==> src/sv/bra_pkg.sv <==
package bra_pkg;

  localparam int MAX_BITS_DEF   = 1024;
  localparam int WORD_WIDTH_DEF = 64;
  localparam int CHUNK          = 8;

  localparam int CAP_W = 11;
  localparam int POS_W = 10;
  localparam int LEN_W = 11;
  localparam int CMD_W = 3;
  localparam int ST_W  = 2;

  localparam logic [CAP_W-1:0] CAP_RESET = 11'd1024;

  typedef enum logic [CMD_W-1:0] {
    CMD_ALLOC = 3'd0,
    CMD_FREE  = 3'd1,
    CMD_SET   = 3'd2,
    CMD_TEST  = 3'd3,
    CMD_FIND  = 3'd4
  } cmd_e;

  typedef enum logic [ST_W-1:0] {
    ST_OK        = 2'd0,
    ST_NOT_FOUND = 2'd1,
    ST_BAD_ARG   = 2'd2
  } status_e;

  typedef enum logic [2:0] {
    S_IDLE,
    S_ALLOC,
    S_MINIT,
    S_MARK,
    S_FIND,
    S_TEST,
    S_RESP
  } state_e;

  typedef struct packed {
    logic load;
    logic scan;
    logic minit;
    logic mark;
    logic find;
    logic test_rd;
    logic not_found;
    logic emit;
  } dp_cmd_t;

  typedef struct packed {
    logic bad;
    cmd_e cmd;
    logic hit;
    logic last;
  } dp_sts_t;

endpackage

==> src/sv/bra_datapath.sv <==
module bra_datapath #(
  parameter int MAX_BITS   = bra_pkg::MAX_BITS_DEF,
  parameter int WORD_WIDTH = bra_pkg::WORD_WIDTH_DEF
) (
  input  logic                       clk_i,
  input  logic                       rst_ni,
  input  logic [bra_pkg::CAP_W-1:0]  cap_i,
  input  logic [bra_pkg::CMD_W-1:0]  command_i,
  input  logic [bra_pkg::POS_W-1:0]  position_i,
  input  logic [bra_pkg::LEN_W-1:0]  length_i,
  input  logic                       polarity_i,
  input  bra_pkg::dp_cmd_t           cmd_i,
  output bra_pkg::dp_sts_t           sts_o,
  output logic [bra_pkg::ST_W-1:0]   status_o,
  output logic [bra_pkg::POS_W-1:0]  result_position_o,
  output logic                       bit_value_o,
  output logic [bra_pkg::CAP_W-1:0]  used_count_o
);
  import bra_pkg::*;

  localparam int NW   = (MAX_BITS + WORD_WIDTH - 1) / WORD_WIDTH;
  localparam int IW   = $clog2(MAX_BITS);
  localparam int AW   = ((IW > 11) ? IW : 11) + 1;
  localparam int WLOG = $clog2(WORD_WIDTH);
  localparam int NWB  = (NW > 1) ? $clog2(NW) : 1;
  localparam int TW   = $clog2(MAX_BITS + 1);
  localparam int OW   = $clog2(CHUNK + 1);

  logic [WORD_WIDTH-1:0] map_q [NW];
  logic [AW-1:0]   ptr_q, end_q, len_q, run_q, start_q;
  logic            pol_q, mval_q, bval_q;
  logic [TW-1:0]   total_q;
  status_e         st_q;
  logic [POS_W-1:0] rpos_q;

  logic [AW-1:0]   cap_raw, cap_w, posx, pos_end, base, nxt, lim, k, run, st, hpos;
  logic [NWB-1:0]  wi;
  logic [WLOG-1:0] boff;
  logic [WORD_WIDTH-1:0] rd_word, wr_word;
  logic [CHUNK-1:0] chunk, newc;
  logic            hit, bad;
  logic [OW-1:0]   ones;
  cmd_e            in_cmd;

  assign in_cmd  = cmd_e'(command_i);
  assign cap_raw = AW'(cap_i);
  assign cap_w   = (cap_raw > AW'(MAX_BITS)) ? AW'(MAX_BITS) : cap_raw;
  assign posx    = AW'(position_i);
  assign pos_end = posx + AW'(length_i);

  always_comb begin
    case (in_cmd)
      CMD_ALLOC: bad = (length_i == '0) || (pos_end > cap_w);
      CMD_FREE:  bad = (posx >= cap_w) || (length_i == '0) || (pos_end > cap_w);
      CMD_SET:   bad = (posx >= cap_w);
      CMD_TEST:  bad = (posx >= cap_w);
      CMD_FIND:  bad = 1'b0;
      default:   bad = 1'b1;
    endcase
  end

  // one aligned chunk of the bitmap is visited per cycle
  assign wi      = ptr_q[WLOG +: NWB];
  assign boff    = ptr_q[WLOG-1:0] & ~WLOG'(CHUNK - 1);
  assign rd_word = map_q[wi];
  assign chunk   = CHUNK'(rd_word >> boff);
  assign base    = ptr_q & ~AW'(CHUNK - 1);
  assign nxt     = base + AW'(CHUNK);
  assign lim     = cmd_i.mark ? end_q : cap_w;
  assign wr_word = (rd_word & ~(WORD_WIDTH'({CHUNK{1'b1}}) << boff))
                 | (WORD_WIDTH'(newc) << boff);

  always_comb begin
    run  = run_q;
    st   = start_q;
    hit  = 1'b0;
    hpos = '0;
    newc = chunk;
    ones = '0;
    k    = '0;
    for (int j = 0; j < CHUNK; j++) begin
      k = base + AW'(j);
      if (k >= ptr_q && k < lim && !hit) begin
        if (cmd_i.find) begin
          if (chunk[j] == pol_q) begin
            hit  = 1'b1;
            hpos = k;
          end
        end else if (cmd_i.mark) begin
          if (chunk[j] != mval_q) ones = ones + OW'(1);
          newc[j] = mval_q;
        end else begin
          if (!chunk[j]) begin
            if (run == '0) st = k;
            run = run + AW'(1);
            if (run == len_q) hit = 1'b1;
          end else begin
            run = '0;
          end
        end
      end
    end
  end

  assign sts_o.bad  = bad;
  assign sts_o.cmd  = in_cmd;
  assign sts_o.hit  = hit;
  assign sts_o.last = (nxt >= lim);

  always_ff @(posedge clk_i or negedge rst_ni) begin
    if (!rst_ni) begin
      for (int w = 0; w < NW; w++) map_q[w] <= '0;
      total_q <= '0;
      ptr_q   <= '0;
      end_q   <= '0;
      len_q   <= '0;
      run_q   <= '0;
      start_q <= '0;
      pol_q   <= 1'b0;
      mval_q  <= 1'b0;
      bval_q  <= 1'b0;
      st_q    <= ST_OK;
      rpos_q  <= '0;
      status_o          <= '0;
      result_position_o <= '0;
      bit_value_o       <= 1'b0;
      used_count_o      <= '0;
    end else begin
      if (cmd_i.load) begin
        ptr_q  <= (in_cmd == CMD_FIND) ? '0 : posx;
        len_q  <= AW'(length_i);
        pol_q  <= polarity_i;
        run_q  <= '0;
        mval_q <= (in_cmd != CMD_FREE);
        end_q  <= (in_cmd == CMD_SET) ? posx + AW'(1) : pos_end;
        rpos_q <= '0;
        bval_q <= 1'b0;
        st_q   <= bad ? ST_BAD_ARG : ((in_cmd == CMD_FIND) ? ST_NOT_FOUND : ST_OK);
      end
      if (cmd_i.scan) begin
        run_q   <= run;
        start_q <= st;
        ptr_q   <= nxt;
      end
      if (cmd_i.minit) begin
        ptr_q  <= start_q;
        end_q  <= start_q + len_q;
        rpos_q <= POS_W'(start_q);
      end
      if (cmd_i.mark) begin
        map_q[wi] <= wr_word;
        total_q   <= mval_q ? total_q + TW'(ones) : total_q - TW'(ones);
        ptr_q     <= nxt;
      end
      if (cmd_i.find) begin
        ptr_q <= nxt;
        if (hit) begin
          st_q   <= ST_OK;
          rpos_q <= POS_W'(hpos);
        end
      end
      if (cmd_i.test_rd) bval_q <= rd_word[ptr_q[WLOG-1:0]];
      if (cmd_i.not_found) st_q <= ST_NOT_FOUND;
      if (cmd_i.emit) begin
        status_o          <= st_q;
        result_position_o <= rpos_q;
        bit_value_o       <= bval_q;
        used_count_o      <= CAP_W'(total_q);
      end
    end
  end

endmodule

==> src/sv/bra_ctrl.sv <==
module bra_ctrl (
  input  logic              clk_i,
  input  logic              rst_ni,
  input  logic              in_valid_i,
  output logic              in_ready_o,
  output logic              out_valid_o,
  input  logic              out_ready_i,
  input  bra_pkg::dp_sts_t  sts_i,
  output bra_pkg::dp_cmd_t  cmd_o
);
  import bra_pkg::*;

  state_e state_q, state_d;
  logic   ov_q, ov_d;

  always_ff @(posedge clk_i or negedge rst_ni) begin
    if (!rst_ni) begin
      state_q <= S_IDLE;
      ov_q    <= 1'b0;
    end else begin
      state_q <= state_d;
      ov_q    <= ov_d;
    end
  end

  assign out_valid_o = ov_q;

  always_comb begin
    state_d    = state_q;
    cmd_o      = '0;
    in_ready_o = 1'b0;
    ov_d       = ov_q & ~out_ready_i;
    case (state_q)
      S_IDLE: begin
        in_ready_o = 1'b1;
        if (in_valid_i) begin
          cmd_o.load = 1'b1;
          if (sts_i.bad) begin
            state_d = S_RESP;
          end else begin
            case (sts_i.cmd)
              CMD_ALLOC: state_d = S_ALLOC;
              CMD_FREE:  state_d = S_MARK;
              CMD_SET:   state_d = S_MARK;
              CMD_TEST:  state_d = S_TEST;
              CMD_FIND:  state_d = S_FIND;
              default:   state_d = S_RESP;
            endcase
          end
        end
      end
      S_ALLOC: begin
        cmd_o.scan = 1'b1;
        if (sts_i.hit) begin
          state_d = S_MINIT;
        end else if (sts_i.last) begin
          cmd_o.not_found = 1'b1;
          state_d = S_RESP;
        end
      end
      S_MINIT: begin
        cmd_o.minit = 1'b1;
        state_d = S_MARK;
      end
      S_MARK: begin
        cmd_o.mark = 1'b1;
        if (sts_i.last) state_d = S_RESP;
      end
      S_FIND: begin
        cmd_o.find = 1'b1;
        if (sts_i.hit || sts_i.last) state_d = S_RESP;
      end
      S_TEST: begin
        cmd_o.test_rd = 1'b1;
        state_d = S_RESP;
      end
      S_RESP: begin
        // hold until the output register is free
        if (!ov_q || out_ready_i) begin
          cmd_o.emit = 1'b1;
          ov_d    = 1'b1;
          state_d = S_IDLE;
        end
      end
      default: state_d = S_IDLE;
    endcase
  end

endmodule

==> src/sv/bitmap_run_allocator_core.sv <==
// Channel   Dir  Handshake                        Payload
// s_axis    in   s_axis_tvalid_i/s_axis_tready_o  tdata: position, length, polarity
//                                                 tuser: command
// m_axis    out  m_axis_tvalid_o/m_axis_tready_i  tdata: status, result_position,
//                                                 bit_value, used_count
// apb       in   psel/penable/pwrite, pready=1    reg 0: capacity_bits
//
// The bitmap is walked eight slots per cycle. Set and free mark their slots chunk by
// chunk; test reads the bit in a test state; alloc scans chunks for a free run,
// then marks it chunk by chunk; find-first scans until a hit or the end. Each then
// goes to the response state. Reset clears the bitmap and count at once, no sweep.
// A request is taken only in idle; a finished result waits in the output register
// while the next request is taken and worked on.
module bitmap_run_allocator_core #(
  parameter int MAX_BITS   = bra_pkg::MAX_BITS_DEF,
  parameter int WORD_WIDTH = bra_pkg::WORD_WIDTH_DEF
) (
  input  logic        clk_i,
  input  logic        rst_ni,
  input  logic        s_axis_tvalid_i,
  output logic        s_axis_tready_o,
  input  logic [23:0] s_axis_tdata_i,  // position[9:0], length[20:10], polarity[21]
  input  logic [2:0]  s_axis_tuser_i,  // command[2:0]
  output logic        m_axis_tvalid_o,
  input  logic        m_axis_tready_i,
  output logic [23:0] m_axis_tdata_o,  // status[1:0], result_position[11:2],
                                       // bit_value[12], used_count[23:13]
  input  logic        psel,
  input  logic        penable,
  input  logic        pwrite,
  input  logic [2:0]  paddr,
  input  logic [31:0] pwdata,
  output logic [31:0] prdata,
  output logic        pready
);
  import bra_pkg::*;

  localparam logic [2:0] ADDR_CAP = 3'd0;

  logic [CAP_W-1:0] capacity_q;
  dp_cmd_t          cmd;
  dp_sts_t          sts;
  logic [ST_W-1:0]  status;
  logic [POS_W-1:0] rpos;
  logic             bval;
  logic [CAP_W-1:0] used;

  assign pready = 1'b1;
  assign prdata = (paddr == ADDR_CAP) ? 32'(capacity_q) : '0;

  always_ff @(posedge clk_i or negedge rst_ni) begin
    if (!rst_ni) begin
      capacity_q <= CAP_RESET;
    end else if (psel && penable && pwrite && pready && paddr == ADDR_CAP) begin
      capacity_q <= pwdata[CAP_W-1:0];
    end
  end

  bra_ctrl u_ctrl (
    .clk_i       (clk_i),
    .rst_ni      (rst_ni),
    .in_valid_i  (s_axis_tvalid_i),
    .in_ready_o  (s_axis_tready_o),
    .out_valid_o (m_axis_tvalid_o),
    .out_ready_i (m_axis_tready_i),
    .sts_i       (sts),
    .cmd_o       (cmd)
  );

  bra_datapath #(
    .MAX_BITS   (MAX_BITS),
    .WORD_WIDTH (WORD_WIDTH)
  ) u_dp (
    .clk_i             (clk_i),
    .rst_ni            (rst_ni),
    .cap_i             (capacity_q),
    .command_i         (s_axis_tuser_i),
    .position_i        (s_axis_tdata_i[9:0]),
    .length_i          (s_axis_tdata_i[20:10]),
    .polarity_i        (s_axis_tdata_i[21]),
    .cmd_i             (cmd),
    .sts_o             (sts),
    .status_o          (status),
    .result_position_o (rpos),
    .bit_value_o       (bval),
    .used_count_o      (used)
  );

  assign m_axis_tdata_o = {used, bval, rpos, status};

endmodule
==> config.mk <==
export PLATFORM = sky130hd
export DESIGN_NAME = bitmap_run_allocator_core
export DESIGN_NICKNAME = d
export VERILOG_FILES = /design/src/sv/bra_pkg.sv /design/src/sv/bra_datapath.sv /design/src/sv/bra_ctrl.sv /design/src/sv/bitmap_run_allocator_core.sv
export SDC_FILE = /design/constraint.sdc
export NUM_CORES = 2
export LEC_CHECK = 0
export BUFFER_PORTS_ARGS = -buffer_cell sky130_fd_sc_hd__buf_4
export CAP_MARGIN = 20
export CORE_MARGIN = 8
export CORE_UTILIZATION = 44
export DETAILED_ROUTE_END_ITERATION = 8
export HOLD_SLACK_MARGIN = 0.08
export PLACE_DENSITY_LB_ADDON = 0.12
export SETUP_SLACK_MARGIN = 0.2
export SKIP_CTS_REPAIR_TIMING = 1
export SLEW_MARGIN = 5
export SYNTH_ARGS = -nofsm -noshare
export SYNTH_HDL_FRONTEND = slang
export SYNTH_HIERARCHICAL = 1
export SYNTH_SLANG_ARGS = --single-unit
==> constraint.sdc <==
create_clock -name clk_i -period 21.7 [get_ports clk_i]
set_input_delay 2.17 -clock clk_i [delete_from_list [all_inputs] [get_ports clk_i]]
set_output_delay 2.17 -clock clk_i [all_outputs]
set_load 0.02 [all_outputs]
## After elaboration in Yosys (flattened, before gate mapping)

Index checks and enable logic that the tools add are counted.

| cells by class | value |
|---|---|
| bitwise logic cells | 6 |
| $lt $le $gt $ge | 23 |
| equality and inequality tests | 38 |
| $add $sub $neg | 28 |
| shifts and indexed selects | 3 |
| reductions and logical operators | 51 |
| multiplexer cells | 255 |

Operators with widths:

| cell | number |
|---|---|
| $bwmux W1024 | 1 |
| $mux W12 | 83 |
| $bmux W64 S4 | 1 |
| $demux W64 S4 | 1 |
| $mux W10 | 25 |
| $mux W64 | 3 |
| $mux W4 | 31 |
| $add A12 B1 Y12 const B | 9 |
| $ge A12 B12 Y1 | 9 |
| $eq A12 B11 Y1 | 8 |
| $logic_not A12 Y1 | 8 |
| $lt A12 B12 Y1 | 8 |
| $mux W1 | 92 |
| $and A64 B64 Y64 | 1 |
| $not A64 Y64 | 1 |
| $or A64 B64 Y64 | 1 |
| $shl A8 B6 Y64 | 1 |
| $shl A8 B6 Y64 const A | 1 |
| $shr A64 B6 Y8 | 1 |
| $add A12 B3 Y12 const B | 4 |
| $mux W11 | 3 |
| $add A4 B1 Y4 const B | 7 |
| $add A12 B2 Y12 const B | 2 |
| $pmux W3 S7 | 1 |
| 37 further kinds | 102 |

| word-level totals | value |
|---|---|
| register bits after elaboration | 1148 |
| bits of input ports | 69 |
| word-level logic and storage cells | 438 |

## Depth between registers and ports, before layout

| depth | value |
|---|---|
| depth in word-level cells | 49 |
| mapped depth | 69 |
| gate-level depth less buffers | 60 |

## Cells and area by module

The synthesis kept the hierarchy.

By module, submodules not included:

| module | times used | area an instance (um^2) | seq. area each (um^2) | cells an instance |
|---|---|---|---|---|
| bra_datapath | 1 | 61672.9 | 28352.2 | 6289 |
| bitmap_run_allocator_core | 1 | 733.2 | 276.5 | 62 |
| bra_ctrl | 1 | 356.6 | 100.1 | 44 |

## Worst setup path before layout

Ideal clock, no wire load.

| path | value |
|---|---|
| kind | register -> register |
| from | register u_ctrl.state_q[2] |
| to | register u_ctrl.state_q[1] |
| stages on the path, launching flop included | 64 |
| period minus slack after synthesis | 13496 ps |
| required time | 21605 ps |
| path buffers | 13 |
| slack | 8204 ps |
| arrival | 13400 ps |
| library setup time | 95 ps |
| path through | dfrtp_1 buf_2 and3b_1 buf_2 buf_2 buf_1 buf_1 o21ai_0 ha_1 a31oi_1 or4_1 buf_2 o211ai_2 buf_2 buf_2 nor2_1 a21oi_1 inv_1 [... 28 more ...] and3_4 nand4bb_1 a2111o_1 o21a_1 buf_6 o21ai_0 ha_1 o221a_2 nand3_2 and3_1 or4_1 nor4_2 a22oi_1 o31ai_2 buf_4 nor4b_1 a221o_1 o31ai_1 |

RTL lines:

| item | line | text |
|---|---|---|
| from (decl) | bra_ctrl.sv:13 | `state_e state_q, state_d;` |
| from (signal assigned) | bra_ctrl.sv:21 | `state_q <= state_d;` |

==> insert_results.sql <==
INSERT INTO impl_metrics (metric_group, metric, value, unit) VALUES
('run_status', 'status', 'finished, final reports clean', ''),
('synthesis', 'synth_compound_gate_area_share', '0.1666', ''),
('clock_network', 'clock_sink_count', '1148', ''),
('sta', 'hold_viol_final', '0', ''),
('synthesis', 'synth_area_in_xor_xnor', '0.02895', ''),
('detailed_routing', 'remaining_drc_errors', '0', ''),
('synthesis', 'post-synth-top-area-cell', 'dfrtp_1', ''),
('worst_setup_path', 'slowest_delay', '0.93', 'ns'),
('cells_and_area', 'nets', '6432', ''),
('synthesis', 'synth.top_cells.by_area', 'dfrtp_1, mux4_2, a21oi_1, nor2_1, o21ai_0', ''),
('worst_setup_path', 'worstReg2RegEnd', 'u_ctrl/state_q[1]', ''),
('sta', 'setup_viol', '0', ''),
('clock_network', 'tritoncts_clock_tree', 'yes', ''),
('sta', 'fin_skew', '0.06522', 'ns'),
('clock_network', 'cts_htree_levels', '3', ''),
('worst_setup_path', 'crit_slowest_cell', 'dfrtp_4', ''),
('min_path', 'whs_endpoint', 'u_dp/map_q[798]', ''),
('detailed_routing', 'wl', '200.1', 'mm'),
('synthesis', 'synth-simple-area-share', '0.1446', ''),
('worst_setup_path', 'path_depth', '50', ''),
('synthesis', 'ys_ff_latch', '1148', ''),
('detailed_routing', 'drtPass1Iterations', '5', ''),
('sta', 'final_max_slew_viol_count', '0', ''),
('worst_setup_path', 'critical_path.startpoint_type', 'register', ''),
('worst_setup_path', 'regToRegSetupSlack', '5.24', 'ns'),
('synthesis', 'synthMuxAreaShare', '0.1395', ''),
('floorplan', 'initial_utilization', '0.4433', ''),
('global_route', 'grt_use_total', '0.2510', ''),
('placed_design', 'port_buffers', '82', ''),
('worst_setup_path', 'worst-path-max-fanout', '43', ''),
('synthesis', 'synth.yosys.warnings', '6', ''),
('worst_setup_path', 'setup.worst_path.end_class', 'register', ''),
('floorplan', 'std_cell_rows', '138', ''),
('pwr', 'cellLeakagePower', '0.02979', 'uW'),
('synthesis', 'synth-async-reset-ratio', '1.000', ''),
('pwr', 'power_density', '183.1', 'mW/mm^2'),
('synthesis', 'synth_common_cells', 'dfrtp_1, nor2_1, a21oi_1, nand2_1, clkbuf_1', ''),
('worst_setup_path', 'worst_path_required_time', '22.35', 'ns'),
('cells_and_area', 'fillers', '13130', ''),
('synthesis', 'largest_family_of_logic_cells_by_synthesized_area', 'compound AO/OA/AOI/OAI gates', ''),
('placed_design', 'gpl.final_weighted_congestion', '0.8865', ''),
('synthesis', 'dominant_synthesized_flop_cell', 'dfrtp_1', ''),
('cells_and_area', 'layout-drive-gt1-share', '0.1520', ''),
('detailed_routing', 'routedWlPerCell', '24.23', 'um'),
('min_path', 'holdPathStages', '2', ''),
('global_route', 'grt_pass1_wl', '305.2', 'mm'),
('sta', 'minimum_hold_slack', '0.4737', 'ns'),
('floorplan', 'fp.dieW', '393.7', 'um'),
('synthesis', 'netlist.area_leader.share', '0.4573', ''),
('cells_and_area', 'postLayoutCoreUtil', '0.4889', ''),
('synthesis', 'number_of_flops_mapped_to_enable_cells_by_yosys', '0', ''),
('worst_setup_path', 'critPathMostFrequentCell', 'ha_1', ''),
('clock_network', 'cts-root-buf', 'clkbuf_16', ''),
('floorplan', 'fp.dieH', '393.7', 'um'),
('min_path', 'hold_path.startpoint', 'u_dp/map_q[798]', ''),
('worst_setup_path', 'reg2reg_depth', '50', ''),
('synthesis', 'yosysMostFrequentCell', 'dfrtp_1', ''),
('worst_setup_path', 'class_of_the_most_critical_setup_path', 'register to register', ''),
('clock_network', 'worstSkewPairLatency', '0.76', 'ns'),
('detailed_routing', 'viasPerCell', '5.937', ''),
('min_path', 'worstHoldPathType', 'register to register', ''),
('sta', 'unrepaired_setup_endpoints_after_global_routing', 'false', ''),
('synthesis', 'syn_inst', '6395', ''),
('synthesis', 'syn-cell-area', '0.06276', 'mm^2'),
('global_route', 'first_global_vias', '47850', ''),
('worst_setup_path', 'dominant_delay_contributor_by_cell_family_on_the_critical_path', 'compound AO/OA/AOI/OAI gates', ''),
('floorplan', 'core_region_area', '0.1416', 'mm^2'),
('pwr', 'total_power', '12670', 'uW'),
('sta', 'fmax_achieved', '60.75', 'MHz'),
('global_route', 'antenna_found_initial', '1', ''),
('clock_network', 'clk_transition_reported_paths', '0.07', 'ns');
[cells by family after synthesis]
| group | Yosys count |
|---|---|
| AO/OA/AOI/OAI | 1787 |
| XOR/XNOR | 198 |
| adder cells (fa/ha/maj) | 99 |
| buffers and inverters | 630 |
| flip-flops | 1148 |
| multiplexers | 498 |
| other | 2 |
| AND/OR/NAND/NOR | 2033 |
[worst max-delay path by stage]
stage | start | to | slack, ns
2_1_floorplan | u_ctrl/state_q[2] | u_ctrl/state_q[1] | 8.20
3_3_place_gp | u_dp/ptr_q[6] | u_ctrl/state_q[1] | 5.44
3_5_place_dp | u_dp/ptr_q[6] | u_ctrl/state_q[1] | 5.40
4_1_cts | u_dp/ptr_q[6] | u_ctrl/state_q[1] | 5.33
5_1_grt | u_dp/ptr_q[6] | u_ctrl/state_q[1] | 3.95
6_report | u_dp/ptr_q[6] | u_ctrl/state_q[1] | 5.24
[cells in the final DEF, fill, tap and decap left out, types with 24 or more instances in the layout]
cell type / netlist / final
a211oi_1: 34 / 34
a21o_1: 24 / 24
a21oi_1: 956 / 953
a22o_1: 25 / 25
a22oi_1: 47 / 47
and2_1: 47 / 46
and3_1: 28 / 28
buf_4: 34 / 255
clkbuf_1: 393 / 30
clkbuf_16: 0 / 121
clkbuf_8: 0 / 32
clkinv_2: 0 / 25
dfrtp_1: 1147 / 1141
ha_1: 94 / 94
inv_1: 87 / 87
mux2_2: 72 / 72
mux2i_1: 117 / 114
mux4_2: 289 / 289
nand2_1: 470 / 466
nand2b_1: 32 / 32
nand3_1: 80 / 80
nand4_1: 56 / 56
nor2_1: 1034 / 1025
nor2b_1: 26 / 26
nor3_1: 73 / 70
nor4_1: 39 / 39
o211ai_1: 28 / 28
o21ai_0: 367 / 367
or3_1: 24 / 24
xnor2_1: 156 / 156
xor2_1: 36 / 36
[state kept, by name, summed over array words and instances (netlist names)]
name / cells
u_dp/bval_q: 1
u_dp/total_q: 11
u_dp/end_q: 12
u_dp/status_o: 2
u_dp/ptr_q: 12
u_dp/run_q: 12
u_dp/pol_q: 1
u_dp/map_q: 1024
u_ctrl/out_valid_o: 1
u_dp/st_q: 2
u_dp/bit_value_o: 1
u_dp/rpos_q: 10
u_dp/start_q: 12
u_dp/used_count_o: 11
u_ctrl/state_q: 3
u_dp/mval_q: 1
u_dp/len_q: 11
capacity_q: 11
u_dp/result_position_o: 10
[routing by layer]
layer  global-route usage  up-vias  share of wire
met2               0.4089     1556           0.47
met3              0.03713      386          0.058
met4              0.08258        2          0.035
met5                    0        -        0.00021
li1                     -    22600              -
met1               0.3457    24500           0.44
[worst min-delay path, stage by stage, from the launching register on]
cell     delay, ns
dfrtp_1       0.33
nand2_1       0.04
o21ai_0       0.06
[power breakdown]
part,internal (uW),total (uW),switching [uW]
sequential,2890,3380,492
combinational,2690,7200,4510
clock,1210,2090,886
total,6780,12700,5890
[cell type report]
type / instances / area share
multi-input cells: 4637 / 0.4565
flip-flops and latches: 1148 / 0.4153
clock buffers: 183 / 0.05173
well taps: 1890 / 0.03416
repair buffers: 265 / 0.03067
clock inverters: 42 / 0.006471
inverters: 94 / 0.005097
diodes: 2 / 0.00007230
[stage by stage]
stage	setup WS, ns	instances	cell area (um^2)
floorplan	8.204	6415	62840
global placement	5.442	8003	64880
detailed placement	5.403	8016	64980
CTS	5.329	8241	69010
global route	3.949	8259	69220
finish	5.238	8261	69230
Power figures use the tool's default switching activity.
